## src/design/apic_pkg.sv

```systemverilog
// apic_pkg: shared types, widths and codes for the aromatic pair classifier.
// No dependencies; every other design file refers to it by scoped names.
`default_nettype none

package apic_pkg;

    // Input formats
    localparam int COORD_WIDTH      = 20;
    localparam int NORMAL_FRAC_BITS = 14;
    localparam int NORMAL_WIDTH     = NORMAL_FRAC_BITS + 2;
    localparam int AXES             = 3;

    // Derived front-end widths
    localparam int DIFF_WIDTH = COORD_WIDTH + 1;                 // B - A per axis
    localparam int DSQ_WIDTH  = 2 * DIFF_WIDTH + 2;              // |v|^2
    localparam int NSQ_WIDTH  = 2 * NORMAL_WIDTH;                // |n|^2
    localparam int DAV_WIDTH  = NORMAL_WIDTH + DIFF_WIDTH + 2;   // n . v
    localparam int DAB_WIDTH  = 2 * NORMAL_WIDTH + 2;            // na . nb

    // Configuration formats
    localparam int CFG_INDEX_WIDTH = 3;
    localparam int CFG_DATA_WIDTH  = 16;
    localparam int DLIM_WIDTH      = 16;
    localparam int DLIM_SQ_WIDTH   = 2 * DLIM_WIDTH;
    localparam int COS_WIDTH       = 15;
    localparam int COS_SQ_WIDTH    = 2 * COS_WIDTH;
    localparam int SCALE_WIDTH     = COS_SQ_WIDTH + NSQ_WIDTH;   // c^2 * |n|^2

    // Wide multiplier
    localparam int MUL_WIDTH  = 64;
    localparam int MUL_HALF   = MUL_WIDTH / 2;
    localparam int PROD_WIDTH = 2 * MUL_WIDTH;
    localparam int COS_SHIFT  = 2 * NORMAL_FRAC_BITS;

    // Queue between front and back
    localparam int QUEUE_DEPTH     = 2;
    localparam int QUEUE_PTR_WIDTH = $clog2(QUEUE_DEPTH);

    // Output formats
    localparam int DIST_OUT_WIDTH = 32;
    localparam int KIND_WIDTH     = 2;

    // Start-to-strobe distance in clock edges
    localparam int LATENCY = 8;

    // Largest squared distance that does not yet count as a ring pair (0.01 A)
    localparam logic [DSQ_WIDTH-1:0] MIN_DIST_SQ = DSQ_WIDTH'(6);

    // Register indexes
    localparam logic [CFG_INDEX_WIDTH-1:0] CFG_MODE            = 3'd0;
    localparam logic [CFG_INDEX_WIDTH-1:0] CFG_FACE_MAX_DIST   = 3'd1;
    localparam logic [CFG_INDEX_WIDTH-1:0] CFG_EDGE_MAX_DIST   = 3'd2;
    localparam logic [CFG_INDEX_WIDTH-1:0] CFG_CATION_MAX_DIST = 3'd3;
    localparam logic [CFG_INDEX_WIDTH-1:0] CFG_ALIGN_COS       = 3'd4;
    localparam logic [CFG_INDEX_WIDTH-1:0] CFG_FACE_COS        = 3'd5;
    localparam logic [CFG_INDEX_WIDTH-1:0] CFG_EDGE_COS        = 3'd6;
    localparam logic [CFG_INDEX_WIDTH-1:0] CFG_CATION_COS      = 3'd7;

    // Mode codes
    localparam logic MODE_RING   = 1'b0;
    localparam logic MODE_CATION = 1'b1;

    // Result kinds
    localparam logic [KIND_WIDTH-1:0] KIND_NONE   = 2'd0;
    localparam logic [KIND_WIDTH-1:0] KIND_FACE   = 2'd1;
    localparam logic [KIND_WIDTH-1:0] KIND_EDGE   = 2'd2;
    localparam logic [KIND_WIDTH-1:0] KIND_CATION = 2'd3;

    typedef struct packed {
        logic signed [COORD_WIDTH-1:0]  ring_x;
        logic signed [COORD_WIDTH-1:0]  ring_y;
        logic signed [COORD_WIDTH-1:0]  ring_z;
        logic signed [NORMAL_WIDTH-1:0] ring_nx;
        logic signed [NORMAL_WIDTH-1:0] ring_ny;
        logic signed [NORMAL_WIDTH-1:0] ring_nz;
        logic signed [COORD_WIDTH-1:0]  other_x;
        logic signed [COORD_WIDTH-1:0]  other_y;
        logic signed [COORD_WIDTH-1:0]  other_z;
        logic signed [NORMAL_WIDTH-1:0] other_nx;
        logic signed [NORMAL_WIDTH-1:0] other_ny;
        logic signed [NORMAL_WIDTH-1:0] other_nz;
    } pair_t;

    typedef struct packed {
        logic [KIND_WIDTH-1:0]     kind;
        logic [DIST_OUT_WIDTH-1:0] dist_sq;
    } result_t;

    typedef struct packed {
        logic                  mode;
        logic [DLIM_WIDTH-1:0] face_max_dist;
        logic [DLIM_WIDTH-1:0] edge_max_dist;
        logic [DLIM_WIDTH-1:0] cation_max_dist;
        logic [COS_WIDTH-1:0]  align_cos;
        logic [COS_WIDTH-1:0]  face_cos;
        logic [COS_WIDTH-1:0]  edge_cos;
        logic [COS_WIDTH-1:0]  cation_cos;
    } cfg_t;

    // Dot products and squared lengths of one pair, front to back
    typedef struct packed {
        logic        [DSQ_WIDTH-1:0] dsq;
        logic        [NSQ_WIDTH-1:0] nasq;
        logic        [NSQ_WIDTH-1:0] nbsq;
        logic signed [DAV_WIDTH-1:0] dav;
        logic signed [DAV_WIDTH-1:0] dbv;
        logic signed [DAB_WIDTH-1:0] dab;
    } vec_t;

    typedef struct packed {
        logic empty;
        logic full;
    } q_stat_t;

    localparam cfg_t CFG_RESET = '{
        mode:            MODE_RING,
        face_max_dist:   16'd1126,
        edge_max_dist:   16'd1408,
        cation_max_dist: 16'd1690,
        align_cos:       15'd12551,
        face_cos:        15'd14189,
        edge_cos:        15'd8192,
        cation_cos:      15'd14189
    };

endpackage

`default_nettype wire

```

## src/design/apic_queue.sv

```systemverilog
// apic_queue: short FIFO of dot-product transactions between front and back.
// Depends on apic_pkg for the entry type and depth.
`default_nettype none

module apic_queue (
    input  wire logic           clk,
    input  wire logic           rst_n,
    input  wire logic           push,
    input  wire apic_pkg::vec_t wdata,
    input  wire logic           pop,
    output apic_pkg::vec_t      rdata,
    output apic_pkg::q_stat_t   stat
);

    localparam int PW = apic_pkg::QUEUE_PTR_WIDTH;
    localparam int D  = apic_pkg::QUEUE_DEPTH;

    apic_pkg::vec_t slot_reg [D];
    logic [PW-1:0]  wr_ptr_reg, wr_ptr_next;
    logic [PW-1:0]  rd_ptr_reg, rd_ptr_next;
    logic [PW:0]    count_reg, count_next;

    always_comb
    begin
        wr_ptr_next = push ? wr_ptr_reg + PW'(1) : wr_ptr_reg;
        rd_ptr_next = pop  ? rd_ptr_reg + PW'(1) : rd_ptr_reg;
        count_next  = count_reg + (PW+1)'(push) - (PW+1)'(pop);
    end

    always_ff @(posedge clk)
    begin
        if (push)
        begin
            slot_reg[wr_ptr_reg] <= wdata;
        end
    end

    always_ff @(posedge clk or negedge rst_n)
    begin
        if (!rst_n)
        begin
            wr_ptr_reg <= '0;
            rd_ptr_reg <= '0;
            count_reg  <= '0;
        end
        else
        begin
            wr_ptr_reg <= wr_ptr_next;
            rd_ptr_reg <= rd_ptr_next;
            count_reg  <= count_next;
        end
    end

    assign rdata      = slot_reg[rd_ptr_reg];
    assign stat.empty = (count_reg == '0);
    assign stat.full  = (count_reg == (PW+1)'(D));

endmodule

`default_nettype wire

```

## config.mk

```make
export PLATFORM = sky130hd
export DESIGN_NAME = apic_queue
export DESIGN_NICKNAME = d
export VERILOG_FILES = /design/src/design/apic_pkg.sv /design/src/design/apic_queue.sv
export SDC_FILE = /design/constraint.sdc
export NUM_CORES = 1
export LEC_CHECK = 0
export BUFFER_PORTS_ARGS = -buffer_cell sky130_fd_sc_hd__buf_2
export CAP_MARGIN = 20
export CORE_UTILIZATION = 32
export DETAILED_ROUTE_END_ITERATION = 6
export HOLD_SLACK_MARGIN = 0.08
export SYNTH_ARGS = -nofsm -noshare
export SYNTH_HDL_FRONTEND = slang
export SYNTH_SLANG_ARGS = --single-unit
```

## constraint.sdc

```tcl
create_clock -name clk -period 19.2 [get_ports clk]
set_clock_uncertainty 0.1 [all_clocks]
set_input_delay 2.88 -clock clk [delete_from_list [all_inputs] [get_ports clk]]
set_output_delay 2.88 -clock clk [all_outputs]
set_load 0.01 [all_outputs]
```

==> results of run 1 <==
-- power by group through the flow --
| stage | registers, mW | clock network, mW | logic [mW] |
|---|---|---|---|
| 3_5_place_dp | 1.38 | 0 | 0.980 |
| 5_1_grt | 1.37 | 0.975 | 1.03 |
| 2_1_floorplan | 1.40 | 0 | 0.723 |
| 4_1_cts | 1.36 | 0.939 | 0.983 |
| 6_report | 1.36 | 0.909 | 0.961 |
| 3_3_place_gp | 1.37 | 0 | 0.979 |
-- worst max-delay path, cell delays in order (launching register included) --
cell	delay (ns)
dfrtp_4	1.00
buf_4	0.90
mux2_4	0.36
buf_2	0.15
-- kinds of logic after synthesis --
logic type	synth area share [%]
xor+xnor	0.243
fa+ha+maj	0.148
buf+inv	2.16
flops	78.5
mux	18.8
simple gates	0.133
-- cells in the final DEF (no fill, tap or decap), types with 2 or more instances in the layout --
master	netlist	layout
clkbuf_1	0	9
mux2_2	30	30
buf_2	3	445
inv_1	2	2
clkbuf_16	0	49
edfxtp_1	440	440
clkinv_1	0	10
ha_1	2	2
clkinv_2	0	5
clkbuf_8	0	2
mux2_4	190	190
xor2_1	2	2
buf_4	0	7
dfrtp_1	4	3
bufinv_16	0	6
-- per-layer routing --
layer	track usage [%]	vias to the layer above	share of wire (%)
met3	5.17	70	9.4
met5	0	-	0.24
li1	-	3748	-
met1	14.3	4007	40
met4	3.72	12	2.3
met2	19.5	296	48
-- layout make-up --
class | count | share of cell area, %
antenna | 1 | 0.0117
clock buffer | 60 | 6.04
clock inverter | 23 | 1.21
inverter | 2 | 0.0352
multi-input combinational | 229 | 15.4
sequential | 444 | 62.5
tap | 688 | 4.04
timing repair buffer | 453 | 10.8
-- how the worst max path moves through the flow --
stage                from               to  slack, ns
2_1_floorplan        push   slot_reg[0][0]       5.91
3_3_place_gp         push  slot_reg[0][69]      13.18
3_5_place_dp         push  slot_reg[0][69]      13.16
4_1_cts        rd_ptr_reg        rdata[21]      13.04
5_1_grt        rd_ptr_reg        rdata[36]      12.96
6_report       rd_ptr_reg        rdata[83]      13.11
==> metrics.csv, run 1 <==
stage,metric,value,unit
setup_path,startpoint types,flip-flop,
clock_network,number of cells upsized or downsized after cts,0,
floorplanning,std cell rows,84,
global_routing,number of global-route vias before repair,8306,
clock_network,Clock Sinks,444,
routing,TritonRoute pass-1 iters,6,
worst_hold_path,Hold EP,wr_ptr_reg,
synth,top-area cell type share of the netlist area,77.9,%
synth,fraction of registers with async set or reset after synthesis,0.901,%
power_and_ir_drop,Gate power share,29.8,%
place,Buffers on Ports,445,
sta,hold_ws,0.451,ns
global_routing,total grt overflow,0,
place,Post-DP HPWL,22.2,mm
sta,Max-slew headroom,30.4,%
clock_network,CTS Buf Count,47,
sta,Final Hold Violating Endpoints,0,
power_and_ir_drop,Leak Pwr,8.47,nW
sta,RSZ-0062 raised after global routing,false,
synth,Synth Flop Type,edfxtp_1,
synth,Post-Synthesis Cell Area,17000,um2
setup_path,Setup Crit Path Kind,flip-flop to output port,
power_and_ir_drop,switching part of the total,27.9,%
worst_hold_path,hold_sp,wr_ptr_reg,
setup_path,"Arr. time, crit path",3.11,ns
power_and_ir_drop,power share of the clock group,28.2,%
floorplanning,Die Y,232,um
sta,Pins Over Slew Limit,0,
routing,Antenna Nets Post-Route,0,
power_and_ir_drop,Psw,0.901,mW
routing,DR vias,8133,
place,Inst Count DP,1816,
clock_network,Hold Buf Count CTS,0,
synth,Commonest cells post-synth,"440 x edfxtp_1, 190 x mux2_4, 30 x mux2_2, 11 x buf_12, 11 x buf_6",
routing,final wirelength,33.8,mm
routing,drt initial violations,340,
clock_network,Root Driver,clkbuf_16,
place,pre-CTS worst setup slack,13.16,ns
clock_network,CTS tree,built,
synth,Synth Warn #,0,
synth,Synth Register Bits,444,
setup_path,worst reg-to-reg setup slack,15.85,ns
place,GP Congestion,0.716,
cells_and_area,fin area,21300,um2
cells_and_area,synthesis-to-layout area growth,25.7,%
power_and_ir_drop,sequential power share,42.0,%
sta,Peak Freq,164,MHz
setup_path,CP Max Fanout,53,
cells_and_area,Nets,1403,
sta,fin crit share,31.7,%
synth,Cells after Synth,700,
synth,Area contributors post-synth,"edfxtp_1 78%, mux2_4 17%, mux2_2 2.0%",
sta,TNS Setup,0,ns
sta,Tmin final,6.09,ns
global_routing,first-pass GRT wire length,49.1,mm
setup_path,"Req. time, crit path",16.22,ns
setup_path,R2R depth,3,
worst_hold_path,Hold Crit Depth,1,
sta,Final WS setup,13.11,ns
synth,"Avg Cell Area, Syn",24.2,um2
cells_and_area,max FFs per register,440,
flow_run,MaxCap Viol Count,0,
synth,most frequent cell after synthesis,edfxtp_1,
cells_and_area,Multi-input gate area,3290,um2
clock_network,clk slew on worst S/H paths,0.06,ns
global_routing,All-Layer GR Usage,12.0,%
floorplanning,IO Pins,446,
floorplanning,Initial Utilization,32.3,%
synth,Mapped Nets,926,
clock_network,Clock H-tree levels,2,
floorplanning,DIE WIDTH,232,um
place,placed cell area,19800,um2
synth,leading area contributor after synthesis,edfxtp_1,
cells_and_area,Non-Filler Instances,1900,
clock_network,clk buf depth,3,
floorplanning,die area,53900,um2
floorplanning,core box area,52400,um2
cells_and_area,number of filler cells placed in the layout,4770,
sta,final setup fails,0,
cells_and_area,register area,13300,um2
routing,DR DRC count,0,
clock_network,clk_lat worst skew,0.56,ns
global_routing,pin count of the biggest net entering global routing,119,
power_and_ir_drop,Int Pwr,2.32,mW
sta,worst slew pin tran,1.04,ns
routing,wire length per cell,17.8,um
power_and_ir_drop,Tot Pwr,3.23,mW
setup_path,CP Capture Type,output port,
status,status,finished clean,
setup_path,FF-to-FF End,slot_reg[0][100],
synth,sequential fraction of the synthesis area,78.5,%
routing,via-per-instance ratio,4.28,
cells_and_area,share of cells above drive strength 1,61.1,%
worst_hold_path,Hold Crit Class,flip-flop to flip-flop,
synth,Post-synth EDFFs,440,
clock_network,post-CTS setup buffers,0,
power_and_ir_drop,VDD IR max,0.129,mV
cells_and_area,Final Core Density,40.7,%
global_routing,number of antenna violations at the first check in global routing,6,
power_and_ir_drop,PwrDens,151,nW/um2
synth,Unique masters post-synth,14,
setup_path,worst flop-to-flop path startpoint,wr_ptr_reg,
No activity file was read; power rests on OpenSTA's default activity.
==> run 2, diff against run 1 <==
--- a/config.mk
+++ b/config.mk
@@ -5,6 +5,7 @@
 export SDC_FILE = /design/constraint.sdc
 export NUM_CORES = 1
 export LEC_CHECK = 0
+export ABC_AREA = 1
 export BUFFER_PORTS_ARGS = -buffer_cell sky130_fd_sc_hd__buf_2
 export CAP_MARGIN = 20
 export CORE_UTILIZATION = 32
==> constraint.sdc (replaced) <==
create_clock -name clk -period 6.2 [get_ports clk]
set_clock_uncertainty 0.1 [all_clocks]
set_input_delay 0.93 -clock clk [delete_from_list [all_inputs] [get_ports clk]]
set_output_delay 0.93 -clock clk [all_outputs]
set_load 0.01 [all_outputs]
==> run 2 against run 1 <==
Net effect: first-iteration DRC count rose by 72%; setup slack got worse by 10 ns; clock power rose to 2.9 times the previous value; wire length up 3.0%; sequential cell count stayed put; critical path depth stayed put; register-to-register slack lost 12 ns; combinational power grew to 2.9 times the previous value; cell area down 2.2%; synthesized cell count rose by 68%; largest cell class unchanged.
==> metrics.csv, run 2 <==
stage,metric,value,unit,change
status,status,finished clean,,
sta,Pins Over Slew Limit,0,,unchanged
worst_hold_path,hold_sp,wr_ptr_reg,,
synth,most frequent cell after synthesis,edfxtp_1,,
setup_path,CP Capture Type,output port,,
clock_network,Clock Sinks,444,,unchanged
floorplanning,die area,52900,um2,-1.8%
global_routing,All-Layer GR Usage,12.7,%,+0.70 points
setup_path,"Slowest-stage cell, CP",dfrtp_4,,
setup_path,FF-to-FF End,slot_reg[1][215],,
sta,Max-slew headroom,31.0,%,+0.65 points
cells_and_area,"most common cell after layout, fill and taps aside",buf_2,,
synth,Synth Warn #,0,,unchanged
setup_path,"Req. time, crit path",5.17,ns,-11.05 ns
floorplanning,DIE WIDTH,230,um,-0.91%
synth,Synth Flop Type,edfxtp_1,,
global_routing,number of global-route vias before repair,9497,,+14%
synth,Cells after Synth,1174,,+68%
setup_path,Setup Crit Path Kind,flip-flop to output port,,
clock_network,clk_lat worst skew,0.56,ns,about the same
cells_and_area,Multi-input gate area,2020,um2,-39%
synth,sequential fraction of the synthesis area,80.0,%,+1.5 points
setup_path,worst path cell trace,buf_12 > o21ai_0 > buf_2,,
setup_path,worst reg-to-reg setup slack,3.71,ns,-12.14 ns
cells_and_area,number of filler cells placed in the layout,4818,,+1.0%
cells_and_area,register area,13300,um2,unchanged
routing,TritonRoute pass-1 iters,4,,-2
worst_hold_path,Hold Crit Depth,1,,unchanged
flow_run,MaxCap Viol Count,0,,unchanged
cells_and_area,Non-Filler Instances,2344,,+23%
setup_path,CP Buf/Inv Count,2,,unchanged
cells_and_area,share of cells above drive strength 1,31.2,%,-30 points
place,Post-DP HPWL,22.8,mm,+2.7%
global_routing,pin count of the biggest net entering global routing,224,,+88%
setup_path,CP Max Fanout,196,,+270%
setup_path,"slowest stage delay, CP",0.58,ns,-0.42 ns
cells_and_area,most frequent cells in the layout,"445 x buf_2, 440 x edfxtp_1, 226 x inv_1, 226 x nand2_1, 187 x o21ai_1",,
setup_path,"Arr. time, crit path",2.52,ns,-0.59 ns
sta,Peak Freq,282,MHz,
clock_network,CTS Buf Count,47,,unchanged
sta,TNS Setup,0,ns,unchanged
synth,top-area cell type share of the netlist area,79.4,%,+1.4 points
synth,Area contributors post-synth,"edfxtp_1 79%, o21ai_1 5.6%, inv_1 5.1%",,
global_routing,total grt overflow,0,,unchanged
synth,fraction of registers with async set or reset after synthesis,0.901,%,unchanged
synth,Unique masters post-synth,13,,-1
routing,final wirelength,34.8,mm,+3.0%
routing,drt initial violations,584,,+72%
sta,Final Hold Violating Endpoints,0,,unchanged
synth,"Avg Cell Area, Syn",14.2,um2,-41%
power_and_ir_drop,VDD IR max,0.400,mV,+210%
clock_network,number of cells upsized or downsized after cts,0,,unchanged
sta,Tmin final,3.55,ns,
clock_network,CTS tree,built,,
global_routing,number of antenna violations at the first check in global routing,7,,+1
cells_and_area,Nets,1851,,+32%
setup_path,Top delay family on crit path,buffers and inverters,,
sta,fin crit share,57.2,%,
routing,via-per-instance ratio,4.18,,-2.2%
routing,DR vias,9809,,+21%
power_and_ir_drop,Tot Pwr,9.58,mW,+200%
setup_path,startpoint types,flip-flop,,
floorplanning,core box area,51400,um2,-2.0%
synth,Post-synth EDFFs,440,,unchanged
place,Inst Count DP,2255,,+24%
synth,Synth Register Bits,444,,unchanged
sta,RSZ-0062 raised after global routing,false,,
global_routing,first-pass GRT wire length,52.2,mm,+6.4%
synth,leading area contributor after synthesis,edfxtp_1,,
sta,hold_ws,0.449,ns,-0.00267 ns
sta,worst slew pin tran,1.03,ns,-0.00973 ns
place,Buffers on Ports,445,,unchanged
power_and_ir_drop,Leak Pwr,8.78,nW,+3.7%
clock_network,clk slew on worst S/H paths,0.06,ns,about the same
setup_path,worst flop-to-flop path startpoint,wr_ptr_reg,,
routing,DR DRC count,0,,unchanged
routing,wire length per cell,14.8,um,-17%
clock_network,Root Driver,clkbuf_16,,
synth,Mapped Nets,1400,,+51%
cells_and_area,synthesis-to-layout area growth,25.3,%,
worst_hold_path,Hold Crit Class,flip-flop to flip-flop,,
power_and_ir_drop,PwrDens,459,nW/um2,+200%
synth,Commonest cells post-synth,"440 x edfxtp_1, 227 x inv_1, 226 x nand2_1, 187 x o21ai_1, 34 x buf_6",,
sta,final setup fails,0,,unchanged
clock_network,Clock H-tree levels,2,,unchanged
synth,Post-Synthesis Cell Area,16600,um2,-1.8%
place,GP Congestion,0.786,,+9.7%
worst_hold_path,Hold EP,wr_ptr_reg,,
floorplanning,Die Y,230,um,-0.91%
cells_and_area,max FFs per register,440,,unchanged
floorplanning,std cell rows,83,,-1.2%
routing,Antenna Nets Post-Route,0,,unchanged
floorplanning,IO Pins,446,,unchanged
floorplanning,Initial Utilization,32.4,%,+0.053 points
clock_network,clk buf depth,3,,unchanged
setup_path,R2R depth,3,,unchanged
## run 2: changes by cell type in the layout (fill, tap and decap cells not counted), moves of 4 or more
cell,change
buf_4,-7
nand2_1,+226
buf_12,+4
mux2_4,-190
clkbuf_1,+4
o21ai_0,+33
inv_1,+224
clkinv_2,+4
o21ai_1,+187
mux2_2,-30
## run 2: kinds of logic after synthesis
logic type	Yosys count	synth area share, %
AOI/OAI and AO/OA	220	6.61
xor gates and xnor gates	2	0.105
DFF	444	80.0
buffers and inverters	276	7.98
and+or+nand+nor	230	5.19
adders and majority gates	2	0.150
## run 2: final cells by class
type                    count  area share, %
clock inverters            24          0.954
diodes                      2         0.0240
multi-input cells         454           9.66
clock buffers              62           6.11
well taps                 680           4.08
inverters                 227           4.12
repair buffers            451           11.2
flip-flops and latches    444           63.8
## run 2: how the worst max path moves through the flow
stage                from                to  slack, ns  cells past startpoint
2_1_floorplan        push    slot_reg[1][0]       0.30                      2
3_3_place_gp         push  slot_reg[1][219]       3.14                      4
3_5_place_dp         push  slot_reg[1][219]       3.18                      4
4_1_cts        rd_ptr_reg         rdata[38]       2.73                      3
5_1_grt        rd_ptr_reg         rdata[38]       2.55                      3
6_report       rd_ptr_reg         rdata[38]       2.65                      3
## run 2: timing repair
action | in CTS | in global routing
buffers inserted | 0 | 0
hold endpoints to repair | 4 | 0
hold buffers | 1 | 0
## run 2: metal layers
| metal | share of wire, % | vias to the layer above | global-route usage [%] |
|---|---|---|---|
| met5 | 0.16 | - | 0 |
| met2 | 48 | 327 | 20.9 |
| met3 | 9.5 | 61 | 5.48 |
| li1 | - | 4894 | - |
| met1 | 41 | 4517 | 15.1 |
| met4 | 1.9 | 10 | 3.56 |
## run 2: where the power goes
part | leakage (nW) | internal [mW] | total [mW] | switching (mW)
Clock | 0.722 | 1.57 | 2.68 | 1.11
Combinational | 3.89 | 0.913 | 2.76 | 1.85
Sequential | 4.18 | 3.99 | 4.14 | 0.147
Total | 8.78 | 6.47 | 9.58 | 3.11
## run 2: per-stage QoR
step	setup slack (ns)	cell area (um2)	util (%)
finish	2.65	20900	40.6
global placement	3.14	19400	37.7
floorplan	0.296	16700	-
detailed placement	3.18	19400	37.7
global route	2.55	20900	40.6
CTS	2.73	20900	40.6
